### src/hw/rtl/idm_pkg.sv
// ----------------------------------------------------------------------------
// idm_pkg: shared types and constants of the car-following step core
// Saturated fixed-point value type, codes and saturation helpers.
// ----------------------------------------------------------------------------
`default_nettype none

package idm_pkg;

  localparam int QW = 41;
  localparam int QB = 39;
  localparam int DW = 34;

  typedef logic signed [QW-1:0] qv_t;

  localparam logic [QB-1:0] LIMIT_MAG = '1;
  localparam qv_t QLIMIT = 41'sh7F_FFFF_FFFF;

  typedef enum logic [2:0] {
    CFG_CRUISE_SPEED   = 3'd0,
    CFG_ACCEL_EXPONENT = 3'd1,
    CFG_MINIMUM_GAP    = 3'd2,
    CFG_HEADWAY_TIME   = 3'd3,
    CFG_MAX_ACCEL      = 3'd4,
    CFG_COMFORT_DECEL  = 3'd5
  } cfg_idx_e;

  typedef enum logic [1:0] {
    MODE_STRAIGHT = 2'd0,
    MODE_CROSSING = 2'd1,
    MODE_CHANGE   = 2'd2,
    MODE_GONE     = 2'd3
  } mode_e;

  typedef enum logic [1:0] {
    ADV_NONE     = 2'd0,
    ADV_TO_CROSS = 2'd1,
    ADV_TO_LANE  = 2'd2
  } adv_e;

  typedef enum logic [1:0] {
    SQ_IDLE,
    SQ_MUL,
    SQ_RUN
  } sq_state_e;

  function automatic qv_t sat_q(input logic signed [43:0] x);
    qv_t r;
    if (x > 44'(QLIMIT)) begin
      r = QLIMIT;
    end else if (x < -44'(QLIMIT)) begin
      r = -QLIMIT;
    end else begin
      r = x[QW-1:0];
    end
    return r;
  endfunction

  function automatic logic signed [31:0] sat32(input logic signed [63:0] x);
    logic signed [31:0] r;
    if (x > 64'sh7FFF_FFFF) begin
      r = 32'sh7FFF_FFFF;
    end else if (x < -64'sh8000_0000) begin
      r = 32'sh8000_0000;
    end else begin
      r = x[31:0];
    end
    return r;
  endfunction

endpackage

`default_nettype wire

### src/hw/rtl/idm_mulq.sv
// ----------------------------------------------------------------------------
// idm_mulq: pipelined saturating fixed-point multiplier
// Two stages: split partial products, then sum, shift and saturate.
// ----------------------------------------------------------------------------
`default_nettype none

module idm_mulq #(
  parameter int FRAC_BITS = 16,
  parameter int SIDE_W    = 1
) (
  input  wire logic                clk_i,
  input  wire logic                rst_ni,
  input  wire logic                valid_i,
  input  wire idm_pkg::qv_t        a_i,
  input  wire idm_pkg::qv_t        b_i,
  input  wire logic [SIDE_W-1:0]   side_i,
  output logic                     valid_o,
  output idm_pkg::qv_t             p_o,
  output logic [SIDE_W-1:0]        side_o
);

  logic [idm_pkg::QW-1:0] ma, mb;
  logic [39:0] pp_hh_d, pp_hl_d, pp_lh_d, pp_ll_d;
  logic [39:0] pp_hh_q, pp_hl_q, pp_lh_q, pp_ll_q;
  logic        neg_q, v1_q, v2_q;
  logic [SIDE_W-1:0] side1_q, side2_q;
  logic [79:0] sum, shv;
  logic [idm_pkg::QB-1:0] mag;
  idm_pkg::qv_t p_d, p_q;

  always_comb begin
    ma = a_i[idm_pkg::QW-1] ? idm_pkg::QW'(-a_i) : a_i;
    mb = b_i[idm_pkg::QW-1] ? idm_pkg::QW'(-b_i) : b_i;
    pp_hh_d = 40'(ma[39:20]) * 40'(mb[39:20]);
    pp_hl_d = 40'(ma[39:20]) * 40'(mb[19:0]);
    pp_lh_d = 40'(ma[19:0]) * 40'(mb[39:20]);
    pp_ll_d = 40'(ma[19:0]) * 40'(mb[19:0]);
  end

  always_ff @(posedge clk_i or negedge rst_ni) begin
    if (!rst_ni) begin
      v1_q <= 1'b0;
      v2_q <= 1'b0;
    end else begin
      v1_q <= valid_i;
      v2_q <= v1_q;
    end
  end

  always_ff @(posedge clk_i) begin
    pp_hh_q <= pp_hh_d;
    pp_hl_q <= pp_hl_d;
    pp_lh_q <= pp_lh_d;
    pp_ll_q <= pp_ll_d;
    neg_q   <= a_i[idm_pkg::QW-1] ^ b_i[idm_pkg::QW-1];
    side1_q <= side_i;
    p_q     <= p_d;
    side2_q <= side1_q;
  end

  always_comb begin
    sum = {pp_hh_q, 40'b0} + {20'b0, pp_hl_q, 20'b0} + {20'b0, pp_lh_q, 20'b0}
        + {40'b0, pp_ll_q};
    shv = sum >> FRAC_BITS;
    mag = (shv > 80'(idm_pkg::LIMIT_MAG)) ? idm_pkg::LIMIT_MAG : shv[idm_pkg::QB-1:0];
    p_d = neg_q ? -idm_pkg::QW'(mag) : idm_pkg::QW'(mag);
  end

  assign valid_o = v2_q;
  assign p_o     = p_q;
  assign side_o  = side2_q;

endmodule

`default_nettype wire

### config.mk
export PLATFORM = sky130hd
export DESIGN_NAME = idm_mulq
export DESIGN_NICKNAME = d
export VERILOG_FILES = /design/src/hw/rtl/idm_pkg.sv /design/src/hw/rtl/idm_mulq.sv
export SDC_FILE = /design/constraint.sdc
export NUM_CORES = 2
export LEC_CHECK = 0
export ABC_AREA = 1
export BUFFER_PORTS_ARGS = -buffer_cell sky130_fd_sc_hd__buf_2
export CAP_MARGIN = 0
export CELL_PAD_IN_SITES_DETAIL_PLACEMENT = 0
export CELL_PAD_IN_SITES_GLOBAL_PLACEMENT = 1
export CORE_UTILIZATION = 46
export DETAILED_ROUTE_END_ITERATION = 16
export GPL_ROUTABILITY_DRIVEN = 0
export PLACE_DENSITY_LB_ADDON = 0.1
export REMOVE_ABC_BUFFERS = 1
export SYNTH_ARGS = -nofsm -noshare
export SYNTH_HDL_FRONTEND = slang
export SYNTH_SLANG_ARGS = --single-unit
### constraint.sdc
create_clock -name clk_i -period 4.45 [get_ports clk_i]
set_clock_uncertainty 0.05 [all_clocks]
set_input_delay 1.335 -clock clk_i [delete_from_list [all_inputs] [get_ports clk_i]]
set_output_delay 1.335 -clock clk_i [all_outputs]
set_load 0.01 [all_outputs]
; Yosys cells after proc, flatten, opt, wreduce, memory -nomap -nowiden
; Index checks and enable logic that the tools add are counted.
[word_totals]
reg_bits = 206
in_bits = 86
output_inout_bits = 43
word_cells = 27
[op_classes]
addsub = 6
mul = 4
n_lt_le_gt_ge = 1
mux = 4
bitwise = 1
[op_table]
columns = op, n
row1 = 80-bit by 60-bit adder with 80-bit output, 2
row2 = 20-bit by 20-bit multiplier with 40-bit output, 4
row3 = 80-bit by 40-bit adder with 80-bit output, 1
row4 = 40-bit 2-to-1 mux, 2
row5 = 40-bit negator, 2
row6 = 39-bit 2-to-1 mux, 2
row7 = 64-bit by 39-bit greater-than comparator with 1-bit output (second input constant), 1
row8 = 39-bit negator with 41-bit output, 1
row9 = 1-bit XOR, 1

; Depth between registers and ports, before layout
[logic_depth]
ltp_word = 7
ltp_mapped = 50
depth_no_buf = 49

; Worst setup path after synthesis
; No wires, ideal clock.
[synth_path]
kind = input -> register
startpoint = input port a_i[0]
endpoint = register pp_hl_q[29]
arrival_time_ps = 10048
t_required_ps = 4288
setup_slack_ps = -5761
path_stages = 48
cell_sequence = clkbuf_1 inv_1 clkbuf_1 ha_1 inv_1 nor3_1 inv_1 nor2_1 nand2_1 nor2_1 inv_1 nor3_1 nand4_1 nor4_1 nor2_1 xor2_1 inv_1 clkbuf_1 (+12 left out) fa_1 inv_1 ha_1 a21oi_1 o21ai_0 a21oi_1 o21ai_0 a21boi_0 o21ai_0 a21oi_1 o21ai_0 nand2_1 inv_1 or2_2 nand2_1 nand2_1 nand2_1 nand2_1
[synth_between]
elab_chain_cells = 3
[synth_rtl]
columns = element, line_no
row1 = from (decl), idm_mulq.sv:14  ; input wire idm_pkg::qv_t a_i,
row2 = 40-bit negator, idm_mulq.sv:32  ; ma = a_i[idm_pkg::QW-1] ? idm_pkg::QW'(-a_i) : a_i;
row3 = 40-bit 2-to-1 mux, idm_mulq.sv:32
row4 = 20-bit by 20-bit multiplier with 40-bit output, idm_mulq.sv:35  ; pp_hl_d = 40'(ma[39:20]) * 40'(mb[19:0]);
row5 = named net pp_hl_d[29], idm_mulq.sv:23  ; logic [39:0] pp_hh_d, pp_hl_d, pp_lh_d, pp_ll_d;
row6 = to (signal assigned), idm_mulq.sv:52  ; pp_hl_q <= pp_hl_d;
row7 = to (decl), idm_mulq.sv:24  ; logic [39:0] pp_hh_q, pp_hl_q, pp_lh_q, pp_ll_q;
; The timed path passes the listed nets, and every way through them passes these cells.
; A chain may end at the register's enable or synchronous reset.

; Final worst setup path
[layout_path]
startpoint = input port a_i[1]
endpoint = register pp_hh_q[38]
[layout_between]
elab_chain_cells = 3
[layout_rtl]
columns = element, line_no
row1 = 40-bit negator, idm_mulq.sv:32
row2 = 40-bit 2-to-1 mux, idm_mulq.sv:32
row3 = 20-bit by 20-bit multiplier with 40-bit output, idm_mulq.sv:34  ; pp_hh_d = 40'(ma[39:20]) * 40'(mb[39:20]);
row4 = named net pp_hh_d[38], idm_mulq.sv:23
row5 = to (signal assigned), idm_mulq.sv:51  ; pp_hh_q <= pp_hh_d;
row6 = to (decl), idm_mulq.sv:24
; The timed path passes the listed nets, and every way through them passes these cells.

==> impl_metrics.csv <==
group,metric,value,unit
run_status,status,"finished, violations left",
run_status,violations,"setup timing",
synthesis,syn_inst,8371,
grt,grt_pass1_wl,383000,µm
synthesis,yosys.area.top_type_share,0.408,
route,first_pass_iters,6,
route,initialDrtViolationCount,4967,
grt,use_met1,0.475,
finish,nets,11900,
clock_tree,cts_buffers,17,
grt,grt_pass1_vias,63100,
placed_design,dpl.cell_count,11500,
sta,clock.fmax,111,MHz
synthesis,synth.most_common_cell,"inv_1",
clock_tree,ctsHoldBuffers,0,
grt,grt_util_all_layers,0.364,
synthesis,avgSynthCellArea,7.73,µm²
sta,period_needed,9.01,ns
synthesis,syn-cell-area,64700,µm²
worst_hold_path,hold_path_depth,0,
die,initial_utilization,0.464,
worst_setup_path,rr_worst_depth,30,
synthesis,synth_top_cell_by_area,"fa_1",
synthesis,synth_area_leaders,"fa_1 (41%), ha_1 (12%), inv_1 (12%)",
worst_setup_path,worst_setup_path_end_kind,"flip-flop",
route,drc,0,
synthesis,ys_seq_area_frac,0.0589,
synthesis,ys_top_cells_by_count,"inv_1 (2039), nand2_1 (1756), fa_1 (1320), nor2_1 (1033), ha_1 (641)",
sta,fin_crit_sh,2.03,
finish,area_delta_synth_final,35.0,%
clock_tree,clockBufferDepth,2,
worst_setup_path,crit_required,4.76,ns
die,die_x,377,µm
placed_design,io_buffers,128,
finish,final_cell_count_no_fill,11800,
finish,drive_above_1_share,0.292,
route,ant_nets,0,
sta,rsz0062_at_grt,"true",
finish,fill_cells,12300,
grt,grt_max_degree,31,
synthesis,synth_edf_count,0,
sta,setup_viol,173,
worst_setup_path,arrival,9.33,ns
clock_tree,path_clk_slew,0.08,ns
worst_setup_path,cpMostUsedCell,"fa_1",
placed_design,dp_hpwl,217000,µm
worst_setup_path,criticalPathCategory,"in2reg",
synthesis,async_reset_ff_frac,0.0105,
run,maxCapViolCount,0,
clock_tree,root_buffer,"clkbuf_16",
clock_tree,cts_sinks,190,
die,die_area,142000,µm²
synthesis,synth_cell_types,61,
sta,tightest_slew,1.22,ns
worst_setup_path,slowest_stage,"fa_2",
route,post_drt_via_cell_ratio,5.14,
worst_setup_path,path_buf_inv,16,
die,io_pins,129,
sta,hold_viol_final,0,
grt,busiest_layer,"met2",
route,vias,60600,
grt,met3_usage,0.0950,
worst_setup_path,cp-start-kind,"primary input",
clock_tree,insertion_delay,0.47,ns
grt,grt.overflow.total,0,
sta,worst_slack,-4.56,ns
clock_tree,cts_tree,"done",
worst_setup_path,cp_top_family,"adder cells",
sta,slew_headroom,0.183,
route,drt-total-wl,259000,µm
worst_setup_path,crit_fanout,6,
grt,antenna_found_initial,10,
die,core-area,140000,µm²
die,die_h,377,µm
synthesis,synth_seq_cells,190,
worst_hold_path,hp-class,"reg2reg",
synthesis,ys.flop_type,"dfxtp_1",
worst_setup_path,slowest_delay,0.59,ns
die,row_count,137,
finish,final_util,0.626,
clock_tree,cts_htree_levels,4,
synthesis,yosys_warnings,0,
worst_setup_path,path_depth,45,
grt,grt_util_met2,0.565,
route,wl_per_cell,22.0,µm
sta,drv_slew,0,
[cell type report]
| cell class | count | area, µm² | share of cell area |
|---|---|---|---|
| antenna | 3 | 7.51 | 0.0000860 |
| clock buffer | 17 | 425 | 0.00487 |
| clock inverter | 15 | 200 | 0.00229 |
| inverter | 2082 | 7890 | 0.0904 |
| multi-input combinational | 5812 | 57400 | 0.657 |
| sequential | 190 | 3810 | 0.0437 |
| tap | 1876 | 2350 | 0.0269 |
| timing repair buffer | 1795 | 15300 | 0.175 |
[layout by cell type (no fill, tap or decap), drive strengths merged, types with 3 or more instances in the layout]
cell type / n
clkinvlp: 6
a21oi: 206
a31oi: 15
o21a: 18
clkinv: 25
xor2: 174
nand2: 1764
nand3: 148
inv: 2065
o221ai: 4
nand3b: 20
nor2: 1082
clkbuf: 19
o211ai: 8
a21o: 13
dfxtp: 188
o21ai: 130
ha: 641
o31ai: 7
fa: 1320
or2: 28
nor4: 18
a21boi: 7
xnor2: 67
o21bai: 10
nand4: 64
nor3: 52
buf: 1792
diode: 3
a221oi: 4
[logic make-up after synthesis]
group	after synthesis	synth area share
AND/OR/NAND/NOR	3180	0.200
buffers and inverters	2369	0.139
adder cells (fa/ha/maj)	1961	0.532
XOR/XNOR	241	0.0327
flip-flops	190	0.0589
AO/OA/AOI/OAI	430	0.0371
[metal layers]
metal	up-vias	routed length, µm
met4	10	14900
met3	640	28600
li1	27400	-
met2	2871	114000
met1	29600	102000
met5	-	67
[sequential cells by signal (all words and copies together), names as in the netlist]
name and count:
p_o 41, pp_hh_q 40, pp_hl_q 40, pp_lh_q 40, pp_ll_q 24, neg_q 1, side1_q 1, side_o 1
v1_q 1, valid_o 1
[repair_timing]
action | CTS | global route
gates resized for setup | 579 | 929
pin swaps | 232 | 536
gates cloned | 4 | 2
setup endpoints to repair | 174 | 177
setup buffers | 143 | 173
[path summary, 6_finish.rpt]
check	startpoint	to	slack, ns
worst max-delay path	a_i[1]	pp_hh_q[38]	-4.56
min in group asynchronous	rst_ni	valid_o	0.58
worst max register to register	pp_hl_q[1]	p_o[36]	-0.54
worst min-delay path	side1_q	side_o	0.29
worst min register to register	side1_q	side_o	0.29
max in group asynchronous	rst_ni	v1_q	3.68
[stage by stage]
stage	TNS, ns	cell area (µm²)	hold WS, ns	setup slack [ns]
2_1_floorplan	-643.10	63500	0.260	-6.20
6_report	-522.86	87300	0.290	-4.56
4_1_cts	-530.35	82700	0.299	-4.62
3_3_place_gp	-650.58	78300	0.268	-5.79
3_5_place_dp	-660.38	78300	0.278	-5.91
5_1_grt	-571.92	87300	0.299	-4.93
Power is left out: the tool's default activity adds up to more than one toggle a clock period on the data nets, which glitch-free logic cannot reach.
