**config.mk**
```make
export PLATFORM = sky130hd
export DESIGN_NAME = idm_isqrt
export DESIGN_NICKNAME = d
export VERILOG_FILES = /design/src/hw/rtl/idm_pkg.sv /design/src/hw/rtl/idm_isqrt.sv
export SDC_FILE = /design/constraint.sdc
export NUM_CORES = 2
export LEC_CHECK = 0
export BUFFER_PORTS_ARGS = -buffer_cell sky130_fd_sc_hd__buf_2
export CAP_MARGIN = 10
export CELL_PAD_IN_SITES_DETAIL_PLACEMENT = 0
export CELL_PAD_IN_SITES_GLOBAL_PLACEMENT = 1
export CORE_MARGIN = 2
export CORE_UTILIZATION = 56
export CTS_BUF_LIST = sky130_fd_sc_hd__clkbuf_4 sky130_fd_sc_hd__clkbuf_8 sky130_fd_sc_hd__clkbuf_16
export CTS_CLUSTER_DIAMETER = 120
export CTS_CLUSTER_SIZE = 16
export DETAILED_ROUTE_END_ITERATION = 12
export GPL_TIMING_DRIVEN = 1
export PLACE_DENSITY_LB_ADDON = 0.1
export SLEW_MARGIN = 40
export SYNTH_ARGS = -nofsm -noshare
export SYNTH_HDL_FRONTEND = slang
export SYNTH_SLANG_ARGS = --single-unit
```
**constraint.sdc**
```tcl
create_clock -name clk_i -period 15.23 [get_ports clk_i]
set_clock_uncertainty 0.05 [all_clocks]
set_input_delay 1.523 -clock clk_i [delete_from_list [all_inputs] [get_ports clk_i]]
set_output_delay 1.523 -clock clk_i [all_outputs]
set_load 0.02 [all_outputs]
```
**src/hw/rtl/idm_pkg.sv**
```systemverilog
// ----------------------------------------------------------------------------
// idm_pkg: shared types and constants of the car-following step core
// Saturated fixed-point value type, codes and saturation helpers.
// ----------------------------------------------------------------------------
`default_nettype none

package idm_pkg;

  localparam int QW = 41;
  localparam int QB = 39;
  localparam int DW = 34;

  typedef logic signed [QW-1:0] qv_t;

  localparam logic [QB-1:0] LIMIT_MAG = '1;
  localparam qv_t QLIMIT = 41'sh7F_FFFF_FFFF;

  typedef enum logic [2:0] {
    CFG_CRUISE_SPEED   = 3'd0,
    CFG_ACCEL_EXPONENT = 3'd1,
    CFG_MINIMUM_GAP    = 3'd2,
    CFG_HEADWAY_TIME   = 3'd3,
    CFG_MAX_ACCEL      = 3'd4,
    CFG_COMFORT_DECEL  = 3'd5
  } cfg_idx_e;

  typedef enum logic [1:0] {
    MODE_STRAIGHT = 2'd0,
    MODE_CROSSING = 2'd1,
    MODE_CHANGE   = 2'd2,
    MODE_GONE     = 2'd3
  } mode_e;

  typedef enum logic [1:0] {
    ADV_NONE     = 2'd0,
    ADV_TO_CROSS = 2'd1,
    ADV_TO_LANE  = 2'd2
  } adv_e;

  typedef enum logic [1:0] {
    SQ_IDLE,
    SQ_MUL,
    SQ_RUN
  } sq_state_e;

  function automatic qv_t sat_q(input logic signed [43:0] x);
    qv_t r;
    if (x > 44'(QLIMIT)) begin
      r = QLIMIT;
    end else if (x < -44'(QLIMIT)) begin
      r = -QLIMIT;
    end else begin
      r = x[QW-1:0];
    end
    return r;
  endfunction

  function automatic logic signed [31:0] sat32(input logic signed [63:0] x);
    logic signed [31:0] r;
    if (x > 64'sh7FFF_FFFF) begin
      r = 32'sh7FFF_FFFF;
    end else if (x < -64'sh8000_0000) begin
      r = 32'sh8000_0000;
    end else begin
      r = x[31:0];
    end
    return r;
  endfunction

endpackage

`default_nettype wire

```
**src/hw/rtl/idm_isqrt.sv**
```systemverilog
// ----------------------------------------------------------------------------
// idm_isqrt: sequential integer square root of max_accel * comfort_decel
// A multiply step, then 32 bit-pair iterations; busy while running.
// ----------------------------------------------------------------------------
`default_nettype none

module idm_isqrt (
  input  wire logic        clk_i,
  input  wire logic        rst_ni,
  input  wire logic        start_i,
  input  wire logic [30:0] a_i,
  input  wire logic [30:0] b_i,
  output logic             busy_o,
  output logic [31:0]      root_o
);

  idm_pkg::sq_state_e state_q, state_d;
  logic [63:0] x_q, x_d, r_q, r_d, bit_q, bit_d;
  logic [4:0]  cnt_q, cnt_d;
  logic [31:0] root_q, root_d;
  logic [63:0] trial;

  always_ff @(posedge clk_i or negedge rst_ni) begin
    if (!rst_ni) begin
      state_q <= idm_pkg::SQ_MUL;
      cnt_q   <= '0;
    end else begin
      state_q <= state_d;
      cnt_q   <= cnt_d;
    end
  end

  always_ff @(posedge clk_i) begin
    x_q    <= x_d;
    r_q    <= r_d;
    bit_q  <= bit_d;
    root_q <= root_d;
  end

  always_comb begin
    state_d = state_q;
    cnt_d   = cnt_q;
    x_d     = x_q;
    r_d     = r_q;
    bit_d   = bit_q;
    root_d  = root_q;
    trial   = r_q + bit_q;
    unique case (state_q)
      idm_pkg::SQ_IDLE: begin
      end
      idm_pkg::SQ_MUL: begin
        x_d     = 64'(a_i) * 64'(b_i);
        r_d     = '0;
        bit_d   = 64'd1 << 62;
        cnt_d   = '0;
        state_d = idm_pkg::SQ_RUN;
      end
      idm_pkg::SQ_RUN: begin
        if (x_q >= trial) begin
          x_d = x_q - trial;
          r_d = (r_q >> 1) + bit_q;
        end else begin
          r_d = r_q >> 1;
        end
        bit_d = bit_q >> 2;
        cnt_d = cnt_q + 5'd1;
        if (cnt_q == '1) begin
          root_d  = r_d[31:0];
          state_d = idm_pkg::SQ_IDLE;
        end
      end
      default: state_d = idm_pkg::SQ_IDLE;
    endcase
    if (start_i) begin
      state_d = idm_pkg::SQ_MUL;
    end
  end

  assign busy_o = (state_q != idm_pkg::SQ_IDLE);
  assign root_o = root_q;

endmodule

`default_nettype wire

```
; ---- After elaboration in Yosys (flattened, before gate mapping)
; Index checks and enable logic that the tools add are counted.
[word_totals]
regBits = 231
latch_bits = 0
ramBits = 0
rom_bits = 0
output_inout_bits = 33
mem_count = 0
[classes]
n_addsub = 4
n_mul = 1
div = 0
order_cmp = 1
eq_ne = 6
shift = 0
muxes = 9
bitwise_logic = 0
reduce_logical = 6
[op_table]
columns = operator, n
row1 = 64-bit one-hot mux with 2 select lines, 3
row2 = 64-bit two-way mux, 2
row3 = 63-bit by 64-bit adder with 64-bit output, 1
row4 = 64-bit adder, 1
row5 = 64-bit greater-or-equal comparator, 1
row6 = 64-bit subtractor, 1
row7 = 31-bit by 31-bit multiplier with 62-bit output, 1
row8 = 5-bit one-hot mux with 2 select lines, 1
row9 = 2-bit one-hot mux with 3 select lines, 1
row10 = 2-bit AND reduction, 3
row11 = "5-bit by 1-bit adder with 5-bit output, second input constant", 1
row12 = "5-bit equality test, second input constant", 1
row13 = 2-bit two-way mux, 2
row14 = "2-bit != test, second input constant", 2
row15 = 2-bit nonzero test, 2
row16 = "3-bit != test, second input constant", 1
row17 = "2-bit by 1-bit equality test with 1-bit output, second input constant", 1
row18 = "2-bit equality test, second input constant", 1
row19 = 2-bit logical NOT, 1

; ---- Depth between registers and ports, before layout
[logic_depth]
word_depth = 4
depth_mapped = 29

; ---- Worst setup path after synthesis
; No wires, ideal clock.
[synth_timing]
path_type = reg-to-reg
start = register r_q[10]
end = register x_q[0], enable pin
setup_time_ns = 0.507
t_arrival_ns = 7.992
t_required_ns = 14.673
slack_ns = 6.681
path_stages_with_launch = 23
n_path_buf = 2
cell_sequence = edfxtp_1 > ha_1 > and4_1 > nand2_1 > o21a_1 > o41a_1 > o21ai_0 > a21boi_0 > o21ai_0 > nand2b_1 > nand2_1 > a21oi_1 > xor2_1 > ha_1 > nand2_1 > or3_1 > nor3_1 > a221oi_1 > o21ai_0 > a31oi_2 > buf_2 > buf_2 > a21oi_1
[synth_between]
elab_chain_len = 4
[synth_rtl]
columns = element, line_no
row1 = "start, declared", idm_isqrt.sv:18  ; logic [63:0] x_q, x_d, r_q, r_d, bit_q, bit_d;
row2 = "start signal, assigned", idm_isqrt.sv:35  ; r_q <= r_d;
row3 = 64-bit adder, idm_isqrt.sv:47  ; trial = r_q + bit_q;
row4 = 64-bit greater-or-equal comparator, idm_isqrt.sv:59  ; if (x_q >= trial) begin
row5 = 2-bit != test (no source line), -
row6 = 2-bit AND reduction (no source line), -
row7 = "end signal, assigned", idm_isqrt.sv:34  ; x_q <= x_d;
row8 = "end, declared", idm_isqrt.sv:18
; No other way between the ends.
; A chain may end at the register's enable or synchronous reset.

; ---- Worst setup path after layout
[layout_timing]
start = input a_i[11]
end = register x_q[54], data pin
[layout_between]
elab_chain_len = 2
[layout_rtl]
columns = element, line_no
row1 = "start, declared", idm_isqrt.sv:11  ; input wire logic [30:0] a_i,
row2 = 31-bit by 31-bit multiplier with 62-bit output, idm_isqrt.sv:52  ; x_d = 64'(a_i) * 64'(b_i);
row3 = 64-bit one-hot mux with 2 select lines, idm_isqrt.sv:48  ; unique case (state_q)
row4 = via x_d[54], idm_isqrt.sv:18
; The timed path passes the listed nets, and every way through them passes these cells.

==> flow_metrics.tcl <==
set metrics [dict create \
    avgSynthCellArea_um2 9.01 \
    nNetsFinal 6355 \
    ys_warn_count 0 \
    dp_hpwl_um 98900 \
    yosysTopAreaCell "fa_1" \
    clockBufferDepth 2 \
    drc 0 \
    crit_top_cell "fa_1" \
    design_area_mm2 0.0485 \
    ios 98 \
    placed_cell_area_mm2 0.0480 \
    grtUsageTotal_pct 30.7 \
    grt_pass1_wl_um 207000 \
    fmax_mhz 109 \
    io_buffers 97 \
    required_ps 15370 \
    coreArea_mm2 0.0834 \
    grt.overflow.total 0 \
    worst_pin_slew_ps 923 \
    grt_start_max_net_pins 74 \
    clk_pin_slew_worst_paths_ps 70 \
    critPathBufInv 5 \
    rows 106 \
    ys_types 72 \
    cts_buffers 17 \
    finalHoldViolCount 0 \
    syn_area_mm2 0.0471 \
    die_h_um 294 \
    postCtsSetupBuffers 0 \
    cp_top_family "adder cells" \
    critPathCaptureType "register" \
    drtPass1Iterations 5 \
    gp_congestion 0.908 \
    drive_gt1_share_pct 3.76 \
    slew_viol_final 0 \
    maxSlewHeadroom_pct 38.5 \
    synth-edff-count 192 \
    critPathLaunchType "primary input" \
    critPathMaxFanout 31 \
    drt_iter0_markers 2366 \
    n_antenna_cell 0 \
    fillCellCount 7583 \
    syn-num-nets 6517 \
    grt_setup_unrepaired "no" \
    layout-area-overhead-vs-synth_pct 3.17 \
    fp.dieW_um 294 \
    critPathArrivalTime_ps 9300 \
    slowest_stage "buf_2" \
    finalSetupTns_ps 0 \
    async_flop_share_pct 3.52 \
    wl_per_cell_um 20.9 \
    drt-total-wl_um 128000 \
    vias 35300 \
    path_cells "buf_2, and2_1, fa_1, fa_1, fa_1, inv_1, fa_1, inv_1, fa_1, inv_1, fa_1, inv_1, fa_1, fa_1, ha_1, a21o_1, a21o_1, a221o_1, a21o_1, a21oi_1, a21oi_1, a221oi_1, xor2_1, o21ai_0" \
    cts_resized 0 \
    finalCritPeriodShare_pct 60.2 \
    grt_antenna_before_repair 1 \
    status "finished, final reports clean" \
    fin_crit_ps 9160 \
    die_area_mm2 0.0864 \
    syn_inst 5224 \
    synth_seq_area_share_pct 12.6 \
    criticalPathCategory "in2reg" \
    htreeDepth 4 \
    max_stage_delay_ps 530 \
    cap_violations 0 \
    final_antenna_net_count 0 \
    synth_top_area_share_pct 35.7 \
    start_util_pct 56.4 \
    grt_pass1_vias 36700 \
    ys.flop_type "edfxtp_1" \
    hold_class "reg2reg" \
    clockRootBuffer "clkbuf_16" \
    via_per_inst 5.73 \
    cts_tree "built" \
    setup_viol_count_final 0 \
    ys_ff_latch 199 \
    insertion_delay_ps 470 \
    cts.sinks 199 \
    synth.area.top_cells "fa_1, edfxtp_1, ha_1" \
    ctsHoldBuffers 0 \
]
==> cells in the mapped netlist, drive strengths merged (5+ instances only) <==
cell type and n:
fa 838, inv 796, nand2 712, and2 575
ha 390, clkbuf 281, a21oi 201, edfxtp 192
o21ai 177, nor2 168, xnor2 120, xor2 113
a21o 103, a31oi 80, nand4 71, nand3 44
o21bai 41, nor3 37, a211oi 26, nor2b 25
o21a 22, or3 22, a31o 18, nand2b 16
buf 15, and3 14, o31ai 13, o211ai 11
a21boi 6, a221o 6, a221oi 6, dfrtp 6
a41oi 5, and4 5, o2111ai 5, o22ai 5
==> kinds of logic (layout without fill, tap and decap cells) <==
logic type,after synthesis,count (layout),synth area share (%)
xor+xnor,233,233,4.34
buf+inv,1092,943,8.74
fa+ha+maj,1228,1228,46.0
mux,8,8,0.181
flops,199,199,12.6
simple gates,1708,1708,17.9
compound gates,756,756,10.2
==> layout by cell type, fill, tap and decap left out, types with 13 or more instances in the layout <==
cell type / count
a31oi_1: 78
a21oi_1: 200
xnor2_1: 120
nand3_1: 44
nor3_1: 37
and3_1: 14
nor2_1: 167
clkbuf_16: 17
o21ai_0: 176
inv_1: 795
nand2_1: 712
edfxtp_1: 192
o31ai_1: 13
a21o_1: 103
buf_4: 19
nor2b_1: 25
xor2_1: 113
o21a_1: 22
a211oi_1: 25
o21bai_1: 41
ha_1: 388
fa_1: 838
buf_2: 94
nand4_1: 71
and2_1: 575
a31o_2: 18
nand2b_1: 16
or3_1: 21
==> path summary, 6_finish.rpt <==
| check | start | to | slack [ps] | cells past startpoint |
|---|---|---|---|---|
| max | a_i[11] | x_q[54] | 6070 | 24 |
| min | state_q[0] | state_q[0] | 450 | 2 |
| max reg2reg | r_q[12] | r_q[15] | 8050 | 23 |
| min reg2reg | state_q[0] | state_q[0] | 450 | 2 |
| max in group asynchronous | rst_ni | state_q[0] | 14070 | 1 |
| min in group asynchronous | rst_ni | state_q[1] | 830 | 1 |
==> metrics by stage <==
| stage | utilization (%) | setup WS [ps] | std cells | hold WS (ps) |
|---|---|---|---|---|
| 2_1_floorplan | - | 6680 | 5224 | 422 |
| 3_3_place_gp | 57.5 | 5570 | 6123 | 443 |
| 3_5_place_dp | 57.5 | 5570 | 6123 | 448 |
| 4_1_cts | 58.2 | 6070 | 6155 | 460 |
| 5_1_grt | 58.2 | 5710 | 6155 | 477 |
| 6_report | 58.2 | 6070 | 6155 | 452 |
==> metal layers <==
layer,vias up,part of all wire [%],GRT usage (%)
met4,2,2.2,6.88
li1,16300,-,-
met1,17600,46,45.4
met5,-,0.010,0
met2,1236,44,47.8
met3,153,7.4,4.74
==> state kept, by name, summed over array words and instances (netlist names) <==
| register | flops |
|---|---|
| bit_q | 32 |
| cnt_q | 5 |
| r_q | 64 |
| root_o | 32 |
| state_q | 2 |
| x_q | 64 |
==> worst register-to-register path, stage by stage (launching register included) <==
cell and delay, ps:
edfxtp_1 530, ha_1 430, and4_1 280, nand2_1 70, o21a_1 220, o41a_1 490, o21ai_0 460, a21boi_0 250
o21ai_0 390, nand2b_1 140, nand2_1 160, a21oi_1 100, xor2_1 170, ha_1 410, nand2_1 140, or3_1 500
nor3_1 470, a221oi_1 170, o21ai_0 200, a31o_2 170, buf_4 480, o21ai_0 320, xnor2_1 190, and2_1 170
==> final cells by class <==
cell class	count	area [um2]	area share, %
clock buffers	19	440	0.907
clock inverters	13	144	0.296
inverters	796	2990	6.15
multi-input cells	3933	37000	76.3
flip-flops and latches	199	5940	12.2
well taps	1080	1350	2.78
repair buffers	115	636	1.31
Power is not shown: default switching activity piles up to over one toggle a cycle in this logic, so the estimate is an artifact.
